## src/rtl/solenoid_stroke_hold_driver_top_macros.svh

```systemverilog
// Assertion macros for the coil driver block.
// Used by the top level only; no other dependencies.
`ifndef SOLENOID_STROKE_HOLD_DRIVER_TOP_MACROS_SVH
`define SOLENOID_STROKE_HOLD_DRIVER_TOP_MACROS_SVH
`ifndef ASSERT_OFF
`define SSHD_ASSERT_IMPL(label, clk, rst, prop, msg) \
   label: assert property (@(posedge clk) disable iff (rst) prop) else $error(msg);
`define SSHD_ASSERT_NORST(label, clk, prop, msg) \
   label: assert property (@(posedge clk) prop) else $error(msg);
`else
`define SSHD_ASSERT_IMPL(label, clk, rst, prop, msg)
`define SSHD_ASSERT_NORST(label, clk, prop, msg)
`endif
`endif

```

## src/rtl/sshd_pkg.sv

```systemverilog
// Shared types and constants for the coil driver.
// No dependencies.
package sshd_pkg;
   localparam int NUM_CHANNELS_DEF = 14;
   localparam int OUT_W = 14;
   localparam logic [15:0] ENDLESS = 16'hFFFF;
   localparam logic [6:0] TPM_RESET = 7'd10;
   localparam logic [7:0] STROKE_ON_RESET = 8'd2;
   localparam logic [7:0] MIN_OPEN_RESET = 8'd1;
   localparam logic [31:0] CSR_TICKS_PER_MS = 32'd0;

   typedef enum logic [2:0] {
      CMD_TICK = 3'd0, CMD_SWITCH = 3'd1, CMD_RESET_ALL = 3'd2, CMD_DISABLE = 3'd3,
      CMD_CONFIGURE = 3'd4, CMD_FIRE = 3'd5, CMD_RELEASE = 3'd6, CMD_SET_TRIG = 3'd7
   } cmd_type;

   typedef enum logic [2:0] {
      ST_IDLE, ST_EXEC, ST_WALK, ST_MOD, ST_DONE
   } state_type;

   typedef struct packed {
      logic exec;
      logic walk_start;
      logic walk_step;
      logic mod_start;
      logic finish;
   } ctrl_cmd_type;

   typedef struct packed {
      logic is_tick;
      logic need_mod;
      logic mod_done;
      logic last_chan;
   } ctrl_sts_type;

   typedef struct packed {
      logic [2:0] command;
      logic [7:0] channel;
      logic [15:0] stroke_length;
      logic [7:0] stroke_on;
      logic [7:0] stroke_off;
      logic [15:0] hold_length;
      logic [7:0] hold_on;
      logic [7:0] hold_off;
      logic [31:0] trigger_mask;
      logic [7:0] min_open_ms;
      logic [31:0] switch_bits;
      logic power_ok;
   } req_type;

   typedef struct packed {
      logic [OUT_W-1:0] drive_mask;
      logic [OUT_W-1:0] triggered_mask;
      logic [OUT_W-1:0] untriggered_mask;
      logic power_lost;
      logic status;
   } rsp_type;
endpackage

```

## src/rtl/sshd_req_if.sv

```systemverilog
// Valid/ready channel interfaces for items and results.
// Depends on sshd_pkg.
interface sshd_req_if;
   import sshd_pkg::*;
   logic valid;
   logic ready;
   req_type data;
   modport source (output valid, output data, input ready);
   modport sink (input valid, input data, output ready);
endinterface

interface sshd_rsp_if;
   import sshd_pkg::*;
   logic valid;
   logic ready;
   rsp_type data;
   modport source (output valid, output data, input ready);
   modport sink (input valid, input data, output ready);
endinterface

```

## src/rtl/sshd_ctrl.sv

```systemverilog
// Controller state machine that sequences one item through the datapath.
// Depends on sshd_pkg.
module sshd_ctrl (
   input  logic clock,
   input  logic reset,
   input  logic in_valid,
   output logic in_ready,
   output logic out_valid,
   input  logic out_ready,
   input  sshd_pkg::ctrl_sts_type sts,
   output sshd_pkg::ctrl_cmd_type cmd
);
   import sshd_pkg::*;
   state_type state_ff, state_in;
   logic out_valid_ff, out_valid_in;

   always_ff @(posedge clock) begin
      if (reset) begin
         state_ff <= ST_IDLE;
         out_valid_ff <= 1'b0;
      end else begin
         state_ff <= state_in;
         out_valid_ff <= out_valid_in;
      end
   end

   always_comb begin
      state_in = state_ff;
      cmd = '0;
      in_ready = 1'b0;
      out_valid_in = out_valid_ff && !out_ready;
      case (state_ff)
         ST_IDLE: begin
            in_ready = 1'b1;
            if (in_valid) begin
               state_in = ST_EXEC;
            end
         end
         ST_EXEC: begin
            cmd.exec = 1'b1;
            if (sts.is_tick) begin
               cmd.walk_start = 1'b1;
               state_in = ST_WALK;
            end else begin
               state_in = ST_DONE;
            end
         end
         ST_WALK: begin
            if (sts.need_mod) begin
               cmd.mod_start = 1'b1;
               state_in = ST_MOD;
            end else begin
               cmd.walk_step = 1'b1;
               if (sts.last_chan) begin
                  state_in = ST_DONE;
               end
            end
         end
         ST_MOD: begin
            if (sts.mod_done) begin
               cmd.walk_step = 1'b1;
               state_in = sts.last_chan ? ST_DONE : ST_WALK;
            end
         end
         ST_DONE: begin
            if (!out_valid_ff || out_ready) begin
               cmd.finish = 1'b1;
               out_valid_in = 1'b1;
               state_in = ST_IDLE;
            end
         end
         default: state_in = ST_IDLE;
      endcase
   end

   assign out_valid = out_valid_ff;
endmodule

```

## src/rtl/sshd_dp.sv

```systemverilog
// Datapath: channel state, counters, per-channel evaluation and a serial
// modulo unit. Depends on sshd_pkg.
module sshd_dp #(
   parameter int NUM_CHANNELS = sshd_pkg::NUM_CHANNELS_DEF
) (
   input  logic clock,
   input  logic reset,
   input  logic in_fire,
   input  sshd_pkg::req_type req,
   input  logic [6:0] ticks_per_ms,
   input  sshd_pkg::ctrl_cmd_type cmd,
   output sshd_pkg::ctrl_sts_type sts,
   output sshd_pkg::rsp_type rsp
);
   import sshd_pkg::*;
   localparam int CW = (NUM_CHANNELS > 1) ? $clog2(NUM_CHANNELS) : 1;

   req_type req_ff;
   logic active_ff [NUM_CHANNELS];
   logic [31:0] start_ff [NUM_CHANNELS];
   logic [15:0] slen_ff [NUM_CHANNELS];
   logic [7:0] son_ff [NUM_CHANNELS];
   logic [7:0] soff_ff [NUM_CHANNELS];
   logic [15:0] hlen_ff [NUM_CHANNELS];
   logic [7:0] hon_ff [NUM_CHANNELS];
   logic [7:0] hoff_ff [NUM_CHANNELS];
   logic [31:0] tmask_ff [NUM_CHANNELS];
   logic [7:0] mopen_ff [NUM_CHANNELS];
   logic [31:0] lopen_ff [NUM_CHANNELS];
   logic [31:0] switches_ff, ms_ff, tick_ff;
   logic [6:0] prescale_ff;
   logic power_ff;
   logic [NUM_CHANNELS-1:0] drive_ff, nd_ff, trig_ff, untrig_ff;
   logic lost_ff, status_ff;
   logic [CW-1:0] ch_ff;
   rsp_type rsp_ff;

   logic [31:0] rem_ff;
   logic [8:0] div_ff;
   logic [5:0] mcnt_ff;
   logic [31:0] quo_ff;
   logic mbusy_ff;

   logic oor;
   logic [CW-1:0] cidx;
   logic [6:0] tpm, ps_inc;

   assign oor = (req_ff.channel >= 8'(NUM_CHANNELS));
   assign cidx = req_ff.channel[CW-1:0];
   assign tpm = (ticks_per_ms == 7'd0) ? 7'd1 : ticks_per_ms;
   assign ps_inc = prescale_ff + 7'd1;

   // Walk evaluation of the current channel.
   logic opened, can_start, act_now, in_stroke, in_hold, pwm_on, pwm_off0;
   logic [31:0] start_now, el;
   logic [16:0] sum_len;
   logic [7:0] on_sel, off_sel;
   assign opened = (tmask_ff[ch_ff] != 32'd0) && ((tmask_ff[ch_ff] & switches_ff) == 32'd0);
   assign can_start = !active_ff[ch_ff] && ((tmask_ff[ch_ff] & switches_ff) != 32'd0)
                      && ((ms_ff - lopen_ff[ch_ff]) >= {24'd0, mopen_ff[ch_ff]});
   assign act_now = active_ff[ch_ff] || can_start;
   assign start_now = can_start ? ms_ff : start_ff[ch_ff];
   assign el = ms_ff - start_now;
   assign sum_len = {1'b0, slen_ff[ch_ff]} + {1'b0, hlen_ff[ch_ff]};
   assign in_stroke = (slen_ff[ch_ff] == ENDLESS) || (el < {16'd0, slen_ff[ch_ff]});
   assign in_hold = !in_stroke && ((hlen_ff[ch_ff] == ENDLESS) || (el < {15'd0, sum_len}));
   assign on_sel = in_stroke ? son_ff[ch_ff] : hon_ff[ch_ff];
   assign off_sel = in_stroke ? soff_ff[ch_ff] : hoff_ff[ch_ff];
   assign pwm_off0 = (off_sel == 8'd0);
   assign pwm_on = rem_ff < {24'd0, on_sel};

   logic phase_drv, chan_drv;
   assign phase_drv = power_ff && (pwm_off0 || pwm_on);
   assign chan_drv = act_now && !(in_hold && opened) && (in_stroke || in_hold) && phase_drv;

   assign sts.is_tick = (req_ff.command == CMD_TICK);
   assign sts.need_mod = act_now && (in_stroke || (in_hold && !opened)) && !pwm_off0;
   assign sts.mod_done = !mbusy_ff;
   assign sts.last_chan = (ch_ff == CW'(NUM_CHANNELS - 1));

   // Restoring divider, one quotient bit per cycle; keeps the remainder.
   logic [32:0] trial;
   assign trial = {rem_ff, quo_ff[31]} - {24'd0, div_ff};

   always_ff @(posedge clock) begin
      if (reset) begin
         mbusy_ff <= 1'b0;
      end else if (cmd.mod_start) begin
         mbusy_ff <= 1'b1;
      end else if (mbusy_ff && mcnt_ff == 6'd31) begin
         mbusy_ff <= 1'b0;
      end
   end

   always_ff @(posedge clock) begin
      if (cmd.mod_start) begin
         rem_ff <= 32'd0;
         quo_ff <= tick_ff;
         div_ff <= {1'b0, on_sel} + {1'b0, off_sel};
         mcnt_ff <= 6'd0;
      end else if (mbusy_ff) begin
         if (!trial[32]) begin
            rem_ff <= trial[31:0];
         end else begin
            rem_ff <= {rem_ff[30:0], quo_ff[31]};
         end
         quo_ff <= {quo_ff[30:0], 1'b0};
         mcnt_ff <= mcnt_ff + 6'd1;
      end
   end

   always_ff @(posedge clock) begin
      if (in_fire) begin
         req_ff <= req;
      end
   end

   always_ff @(posedge clock) begin
      if (reset) begin
         for (int c = 0; c < NUM_CHANNELS; c++) begin
            active_ff[c] <= 1'b0;
            start_ff[c] <= '0;
            slen_ff[c] <= '0;
            son_ff[c] <= STROKE_ON_RESET;
            soff_ff[c] <= '0;
            hlen_ff[c] <= '0;
            hon_ff[c] <= '0;
            hoff_ff[c] <= '0;
            tmask_ff[c] <= '0;
            mopen_ff[c] <= MIN_OPEN_RESET;
            lopen_ff[c] <= '0;
         end
         switches_ff <= '0;
         ms_ff <= '0;
         tick_ff <= '0;
         prescale_ff <= '0;
         power_ff <= 1'b1;
         drive_ff <= '0;
         nd_ff <= '0;
         trig_ff <= '0;
         untrig_ff <= '0;
         lost_ff <= 1'b0;
         status_ff <= 1'b0;
         ch_ff <= '0;
      end else begin
         if (cmd.exec) begin
            trig_ff <= '0;
            untrig_ff <= '0;
            nd_ff <= '0;
            lost_ff <= 1'b0;
            status_ff <= 1'b0;
            if (cmd.walk_start) begin
               ch_ff <= '0;
            end
            if (req_ff.command >= CMD_DISABLE && oor) begin
               status_ff <= 1'b1;
            end else begin
               case (req_ff.command)
                  CMD_TICK: begin
                     tick_ff <= tick_ff + 32'd1;
                     if (ps_inc >= tpm) begin
                        prescale_ff <= '0;
                        ms_ff <= ms_ff + 32'd1;
                     end else begin
                        prescale_ff <= ps_inc;
                     end
                     lost_ff <= power_ff && !req_ff.power_ok;
                     power_ff <= req_ff.power_ok;
                  end
                  CMD_SWITCH: begin
                     for (int c = 0; c < NUM_CHANNELS; c++) begin
                        if ((tmask_ff[c] & switches_ff & ~req_ff.switch_bits) != 32'd0) begin
                           lopen_ff[c] <= ms_ff;
                        end
                     end
                     switches_ff <= req_ff.switch_bits;
                  end
                  CMD_RESET_ALL: begin
                     for (int c = 0; c < NUM_CHANNELS; c++) begin
                        active_ff[c] <= 1'b0;
                        start_ff[c] <= '0;
                        slen_ff[c] <= '0;
                        son_ff[c] <= STROKE_ON_RESET;
                        soff_ff[c] <= '0;
                        hlen_ff[c] <= '0;
                        hon_ff[c] <= '0;
                        hoff_ff[c] <= '0;
                        tmask_ff[c] <= '0;
                        mopen_ff[c] <= MIN_OPEN_RESET;
                        lopen_ff[c] <= '0;
                     end
                     drive_ff <= '0;
                  end
                  CMD_DISABLE: begin
                     active_ff[cidx] <= 1'b0;
                     drive_ff[cidx] <= 1'b0;
                     hlen_ff[cidx] <= '0;
                     slen_ff[cidx] <= '0;
                     tmask_ff[cidx] <= '0;
                  end
                  CMD_CONFIGURE: begin
                     slen_ff[cidx] <= req_ff.stroke_length;
                     son_ff[cidx] <= req_ff.stroke_on;
                     soff_ff[cidx] <= req_ff.stroke_off;
                     hlen_ff[cidx] <= req_ff.hold_length;
                     hon_ff[cidx] <= req_ff.hold_on;
                     hoff_ff[cidx] <= req_ff.hold_off;
                     tmask_ff[cidx] <= '0;
                     mopen_ff[cidx] <= '0;
                  end
                  CMD_FIRE: begin
                     active_ff[cidx] <= 1'b1;
                     start_ff[cidx] <= ms_ff;
                  end
                  CMD_RELEASE: begin
                     active_ff[cidx] <= 1'b0;
                  end
                  CMD_SET_TRIG: begin
                     tmask_ff[cidx] <= req_ff.trigger_mask;
                     mopen_ff[cidx] <= req_ff.min_open_ms;
                  end
                  default: ;
               endcase
            end
         end
         if (cmd.walk_step) begin
            if (can_start) begin
               active_ff[ch_ff] <= 1'b1;
               start_ff[ch_ff] <= ms_ff;
               trig_ff[ch_ff] <= 1'b1;
            end
            if (act_now) begin
               if (in_stroke) begin
                  nd_ff[ch_ff] <= phase_drv;
               end else if (in_hold) begin
                  if (opened) begin
                     active_ff[ch_ff] <= 1'b0;
                     untrig_ff[ch_ff] <= 1'b1;
                  end else begin
                     nd_ff[ch_ff] <= phase_drv;
                  end
               end else if (opened) begin
                  active_ff[ch_ff] <= 1'b0;
               end
            end
            if (sts.last_chan) begin
               drive_ff <= nd_ff | (NUM_CHANNELS'(chan_drv) << ch_ff);
            end else begin
               ch_ff <= ch_ff + CW'(1);
            end
         end
      end
   end

   function automatic logic [OUT_W-1:0] fit(input logic [NUM_CHANNELS-1:0] v);
      logic [OUT_W+NUM_CHANNELS-1:0] w;
      w = {{OUT_W{1'b0}}, v};
      return w[OUT_W-1:0];
   endfunction

   always_ff @(posedge clock) begin
      if (cmd.finish) begin
         rsp_ff.drive_mask <= fit(drive_ff);
         rsp_ff.triggered_mask <= fit(trig_ff);
         rsp_ff.untriggered_mask <= fit(untrig_ff);
         rsp_ff.power_lost <= lost_ff;
         rsp_ff.status <= status_ff;
      end
   end

   assign rsp = rsp_ff;
endmodule

```

## src/rtl/solenoid_stroke_hold_driver_top.sv

```systemverilog
// Top level of the coil driver: one item at a time. A non-tick item passes through the
// EXEC and DONE states before the controller returns to IDLE, and its result is registered
// on leaving DONE; DONE holds while an earlier result still waits. A tick walks the
// channels one by one and adds a serial modulo for each active channel in a PWM phase with
// a nonzero off time. The result register frees the input while a result waits.
// Synchronous active-high reset restores all channel state and ticks_per_ms = 10.
`include "solenoid_stroke_hold_driver_top_macros.svh"
module solenoid_stroke_hold_driver_top #(
   parameter int NUM_CHANNELS = sshd_pkg::NUM_CHANNELS_DEF
) (
   input  logic clock,
   input  logic reset,
   sshd_req_if.sink req,
   sshd_rsp_if.source rsp,
   input  logic csr_psel,
   input  logic csr_penable,
   input  logic csr_pwrite,
   input  logic [2:0] csr_paddr,
   input  logic [31:0] csr_pwdata,
   output logic [31:0] csr_prdata,
   output logic csr_pready
);
   import sshd_pkg::*;
   logic [6:0] tpm_ff;
   ctrl_cmd_type cmd;
   ctrl_sts_type sts;
   logic wr;

   assign csr_pready = 1'b1;
   assign wr = csr_psel && csr_penable && csr_pwrite;
   always_ff @(posedge clock) begin
      if (reset) begin
         tpm_ff <= TPM_RESET;
      end else if (wr && {29'd0, csr_paddr} == CSR_TICKS_PER_MS) begin
         tpm_ff <= csr_pwdata[6:0];
      end
   end
   assign csr_prdata = ({29'd0, csr_paddr} == CSR_TICKS_PER_MS) ? {25'd0, tpm_ff} : 32'd0;

   sshd_ctrl u_ctrl (
      .clock(clock), .reset(reset), .in_valid(req.valid), .in_ready(req.ready),
      .out_valid(rsp.valid), .out_ready(rsp.ready), .sts(sts), .cmd(cmd)
   );

   sshd_dp #(.NUM_CHANNELS(NUM_CHANNELS)) u_dp (
      .clock(clock), .reset(reset), .in_fire(req.valid && req.ready), .req(req.data),
      .ticks_per_ms(tpm_ff), .cmd(cmd), .sts(sts), .rsp(rsp.data)
   );

   `SSHD_ASSERT_IMPL(a_no_accept_busy, clock, reset, (cmd.exec |-> !req.ready), "accept while busy")
   `SSHD_ASSERT_IMPL(a_one_cmd, clock, reset, ($onehot0({cmd.exec, cmd.finish, cmd.mod_start})), "command overlap")
   `SSHD_ASSERT_IMPL(a_rsp_hold, clock, reset, (rsp.valid && !rsp.ready |=> rsp.valid), "result dropped")
endmodule

```

## src/flat_wrapper.sv

```systemverilog
// flat-port wrapper written by rule: the top's interface ports become plain ports
module solenoid_stroke_hold_driver_top_flat import sshd_pkg::*;
#(
   parameter int NUM_CHANNELS = sshd_pkg::NUM_CHANNELS_DEF
)
  (clock, reset, csr_psel, csr_penable, csr_pwrite, csr_paddr, csr_pwdata, csr_prdata, csr_pready, req_valid, req_data, req_ready, rsp_valid, rsp_data, rsp_ready);
  sshd_req_if req_i ();
  sshd_rsp_if rsp_i ();
  input  logic clock;
  input  logic reset;
  input  logic csr_psel;
  input  logic csr_penable;
  input  logic csr_pwrite;
  input  logic [2:0] csr_paddr;
  input  logic [31:0] csr_pwdata;
  output logic [31:0] csr_prdata;
  output logic csr_pready;
  input wire logic [$bits(req_i.valid)-1:0] req_valid;
  input wire logic [$bits(req_i.data)-1:0] req_data;
  output wire logic [$bits(req_i.ready)-1:0] req_ready;
  output wire logic [$bits(rsp_i.valid)-1:0] rsp_valid;
  output wire logic [$bits(rsp_i.data)-1:0] rsp_data;
  input wire logic [$bits(rsp_i.ready)-1:0] rsp_ready;
  assign req_i.valid = req_valid;
  assign req_i.data = req_data;
  assign req_ready = req_i.ready;
  assign rsp_valid = rsp_i.valid;
  assign rsp_data = rsp_i.data;
  assign rsp_i.ready = rsp_ready;
  solenoid_stroke_hold_driver_top #(.NUM_CHANNELS(NUM_CHANNELS)) u_core (.clock(clock), .reset(reset), .req(req_i), .rsp(rsp_i), .csr_psel(csr_psel), .csr_penable(csr_penable), .csr_pwrite(csr_pwrite), .csr_paddr(csr_paddr), .csr_pwdata(csr_pwdata), .csr_prdata(csr_prdata), .csr_pready(csr_pready));
endmodule
```

## config.mk

```make
export PLATFORM = sky130hd
export DESIGN_NAME = solenoid_stroke_hold_driver_top_flat
export DESIGN_NICKNAME = d
export VERILOG_FILES = /design/src/rtl/sshd_pkg.sv /design/src/rtl/sshd_req_if.sv /design/src/rtl/sshd_ctrl.sv /design/src/rtl/sshd_dp.sv /design/src/rtl/solenoid_stroke_hold_driver_top.sv /design/src/flat_wrapper.sv
export VERILOG_INCLUDE_DIRS = /design/src /design/src/rtl
export SDC_FILE = /design/constraint.sdc
export NUM_CORES = 2
export LEC_CHECK = 0
export BUFFER_PORTS_ARGS = -buffer_cell sky130_fd_sc_hd__buf_2
export CAP_MARGIN = 15
export CELL_PAD_IN_SITES_DETAIL_PLACEMENT = 1
export CELL_PAD_IN_SITES_GLOBAL_PLACEMENT = 1
export CORE_MARGIN = 3
export CORE_UTILIZATION = 50
export DETAILED_ROUTE_END_ITERATION = 7
export GPL_TIMING_DRIVEN = 0
export PLACE_DENSITY = 0.81
export SLEW_MARGIN = 10
export SYNTH_ARGS = -nofsm -noshare
export SYNTH_HDL_FRONTEND = slang
export SYNTH_SLANG_ARGS = --single-unit
```

## constraint.sdc

```tcl
create_clock -name clock -period 30.9 [get_ports clock]
set_input_delay 6.18 -clock clock [delete_from_list [all_inputs] [get_ports clock]]
set_output_delay 6.18 -clock clock [all_outputs]
set_load 0.02 [all_outputs]
```

==> flow_metrics.tcl <==
set metrics [dict create \
    async_reset_ff_share_pct 0 \
    synth-main-ff-cell "edfxtp_1" \
    gp_congestion 1.01 \
    die_h_um 538 \
    avgSynthCellArea_um2 13.8 \
    slew_viol_final 0 \
    power.density_mw_per_mm2 73.4 \
    rows 194 \
    syn_inst 10200 \
    peakVddDrop_mv 0.0752 \
    antenna_found_initial 48 \
    synth_fa_ha_area_share_pct 1.48 \
    cts_sinks 3089 \
    tns_ns 0 \
    critical_path_class "reg -> reg" \
    rr_worst_depth 65 \
    grt_usage_pct 42.8 \
    required_ns 31.57 \
    endpoint_kind "flop" \
    worst_pin_slew_ns 1.39 \
    via_per_inst 6.92 \
    place_area_mm2 0.151 \
    place_hpwl_mm 457 \
    synth_compound_area_share_pct 6.13 \
    fmax_mhz 39.4 \
    port_buffers 216 \
    final_cells 15200 \
    hold_viol_final 0 \
    crit_buf_inv 22 \
    fin_area_mm2 0.162 \
    rsz0062_at_grt "false" \
    drive_gt1_share_pct 17.7 \
    synth-xor-area-share_pct 0.935 \
    synthToLayoutAreaGrowth_pct 14.3 \
    placed_cells 14500 \
    post_cts_buffers 0 \
    dr.pass1.iters 8 \
    dieArea_mm2 0.289 \
    htreeDepth 5 \
    period_needed_ns 25.39 \
    grt_pass1_wl_mm 855 \
    cts_root_buf "clkbuf_16" \
    synth_seq_cells 3089 \
    vias 105000 \
    coreArea_mm2 0.280 \
    routedWlPerCell_um 41.2 \
    muxShareOfSynthArea_pct 14.0 \
    hold_path_depth 0 \
    yosys.area_share.simple_pct 11.5 \
    route.detailed.drc 0 \
    fin_nets 11500 \
    synth_edf_count 2681 \
    yosysWarnings 0 \
    clk_latency_ns 0.99 \
    ys_types 99 \
    clock_path_buffers 4 \
    synth_top_family_by_area "multiplexers" \
    worstPathMaxFanout 10 \
    synth_area_mm2 0.141 \
    cpPeakStageDelay_ns 1.00 \
    leakagePower_nw 57.4 \
    hold_buffers 0 \
    synth_top_area_cell "edfxtp_1" \
    start_util_pct 50.4 \
    clk_pin_slew_ns 0.06 \
    crit_path_frequent_cell "a21oi_1" \
    antenna_left 0 \
    grt_overflow_total 0 \
    grt_pass1_vias 106000 \
    finClkSkew_ns 0.0902 \
    drtIter0Drc 16600 \
    synth_area_leaders "edfxtp_1 57%, mux4_2 12%, dfxtp_1 5.8%" \
    cap_violations 0 \
    crit_family "buffers and inverters" \
    die_w_um 538 \
    setup_viol 0 \
    min_path_type "reg -> reg" \
    grt_max_degree 60 \
    worstPathArrival_ns 26.05 \
    post_cts_resized 0 \
    cts_inserted_buffers 334 \
    finalPower_w 0.0119 \
    start_kind "flop" \
    yosysSeqAreaShare_pct 62.7 \
    status "complete, no violations" \
    cts_tree "built" \
    io_pins 269 \
    finalCritPeriodShare_pct 82.2 \
    drt_wl_total_mm 626 \
    slew_headroom_pct 7.23 \
    crit_path_top_delay_cell "buf_1" \
    cp.depth 65 \
    synth_top_area_share_pct 56.9 \
]
==> cell families after synthesis <==
logic type	Yosys count
simple gates	3460
flops	3089
compound gates	1224
buf+inv	1098
mux	1053
fa+ha+maj	165
xor+xnor	151
other cells	2
==> final cells by class <==
class | instances | area (um^2)
timing repair buffer | 354 | 3380
clock inverter | 181 | 1580
multi-input combinational | 6287 | 49600
fill | 26900 | 119000
inverter | 177 | 664
buffer | 921 | 3980
sequential | 3089 | 88700
antenna | 21 | 52.6
tap | 3724 | 4660
clock buffer | 425 | 9080
==> path summary, 6_finish.rpt <==
| path | startpoint | end | slack, ns |
|---|---|---|---|
| hold / removal | u_core.u_dp.trig_ff[8] | u_core.u_dp.rsp[24] | 0.39 |
| hold reg to reg | u_core.u_dp.trig_ff[8] | u_core.u_dp.rsp[24] | 0.39 |
| setup / recovery | u_core.u_dp.ch_ff[1] | u_core.u_dp.div_ff[8] | 5.51 |
| setup reg to reg | u_core.u_dp.ch_ff[1] | u_core.u_dp.div_ff[8] | 5.51 |
==> where the power goes <==
part | internal, W | total [W] | switching [W]
combinational | 0.000961 | 0.00282 | 0.00186
clock | 0.00225 | 0.00404 | 0.00179
sequential | 0.00484 | 0.00500 | 0.000164
==> cell usage in the layout (no fill, tap or decap), drive strengths merged, types with 21 or more instances in the layout <==
| master | netlist | layout |
|---|---|---|
| o211ai | 22 | 22 |
| diode | 0 | 21 |
| mux2 | 65 | 65 |
| mux2i | 259 | 259 |
| and3 | 487 | 487 |
| and2 | 387 | 387 |
| a21o | 38 | 38 |
| nand4 | 84 | 84 |
| a22oi | 104 | 104 |
| a221oi | 87 | 87 |
| a32o | 89 | 89 |
| nor3 | 47 | 47 |
| buf | 235 | 587 |
| nor2 | 1596 | 1596 |
| nor2b | 52 | 52 |
| nand2 | 544 | 544 |
| a21boi | 88 | 88 |
| nand2b | 33 | 33 |
| a22o | 103 | 103 |
| nand3 | 66 | 66 |
| nor4 | 44 | 44 |
| mux4 | 729 | 729 |
| or3 | 31 | 31 |
| a211oi | 50 | 50 |
| clkinv | 0 | 135 |
| xor2 | 73 | 73 |
| dfxtp | 408 | 408 |
| a21oi | 292 | 292 |
| edfxtp | 2681 | 2681 |
| inv | 177 | 194 |
| or2 | 31 | 31 |
| clkbuf | 686 | 1113 |
| conb | 2 | 234 |
| xnor2 | 78 | 78 |
| o21ai | 177 | 177 |
| ha | 156 | 156 |
==> worst reg2reg max path: cells and delay by family, from the launching register on <==
family / cells / cell delay, ns
buffers and inverters: 22 / 11.23
AO/OA/AOI/OAI: 20 / 5.79
adder cells (fa/ha/maj): 8 / 2.92
AND/OR/NAND/NOR: 10 / 2.43
multiplexers: 3 / 1.23
XOR/XNOR: 2 / 1.16
flip-flops: 1 / 0.38
==> sequential cells by signal (all words and copies together) (netlist names), 128 cells and up <==
| register | count |
|---|---|
| u_core.u_dp.start_ff | 512 |
| u_core.u_dp.tmask_ff | 512 |
| u_core.u_dp.lopen_ff | 448 |
| u_core.u_dp.hlen_ff | 256 |
| u_core.u_dp.slen_ff | 256 |
| u_core.u_dp.req_ff | 144 |
| u_core.u_dp.hoff_ff | 128 |
| u_core.u_dp.hon_ff | 128 |
| u_core.u_dp.mopen_ff | 128 |
| u_core.u_dp.soff_ff | 128 |
| u_core.u_dp.son_ff | 128 |
==> cells in the mapped netlist (73+ instances only) <==
cell / n
edfxtp_1: 2681
a21oi_1: 290
dfxtp_1: 408
xor2_1: 73
nand4_1: 84
and2_1: 387
mux4_2: 729
buf_1: 74
a32o_1: 88
mux2i_1: 258
and3_1: 487
xnor2_1: 78
a22o_1: 102
buf_2: 97
o21ai_0: 165
a22oi_1: 103
inv_1: 173
nand2_1: 544
nor2_1: 1596
ha_1: 156
clkbuf_1: 668
a221oi_1: 87
==> per-stage QoR <==
step	setup slack (ns)	utilization [%]	hold slack (ns)
2_1_floorplan	15.98	-	0.399
3_3_place_gp	3.36	52.8	0.415
3_5_place_dp	7.03	53.7	0.420
4_1_cts	6.63	57.5	0.403
5_1_grt	5.44	57.6	0.416
6_report	5.51	57.7	0.394
==> layer usage <==
| layer | global-route usage, % | part of all wire, % | vias to the layer above | routed length [um] |
|---|---|---|---|---|
| li1 | - | - | 40300 | - |
| met1 | 54.1 | 35 | 54400 | 220000 |
| met2 | 65.4 | 45 | 8301 | 281000 |
| met3 | 11.2 | 12 | 2022 | 74000 |
| met4 | 28.0 | 8.1 | 26 | 51000 |
| met5 | 0 | 0.028 | - | 176 |
(Power assumes the default switching activity.)
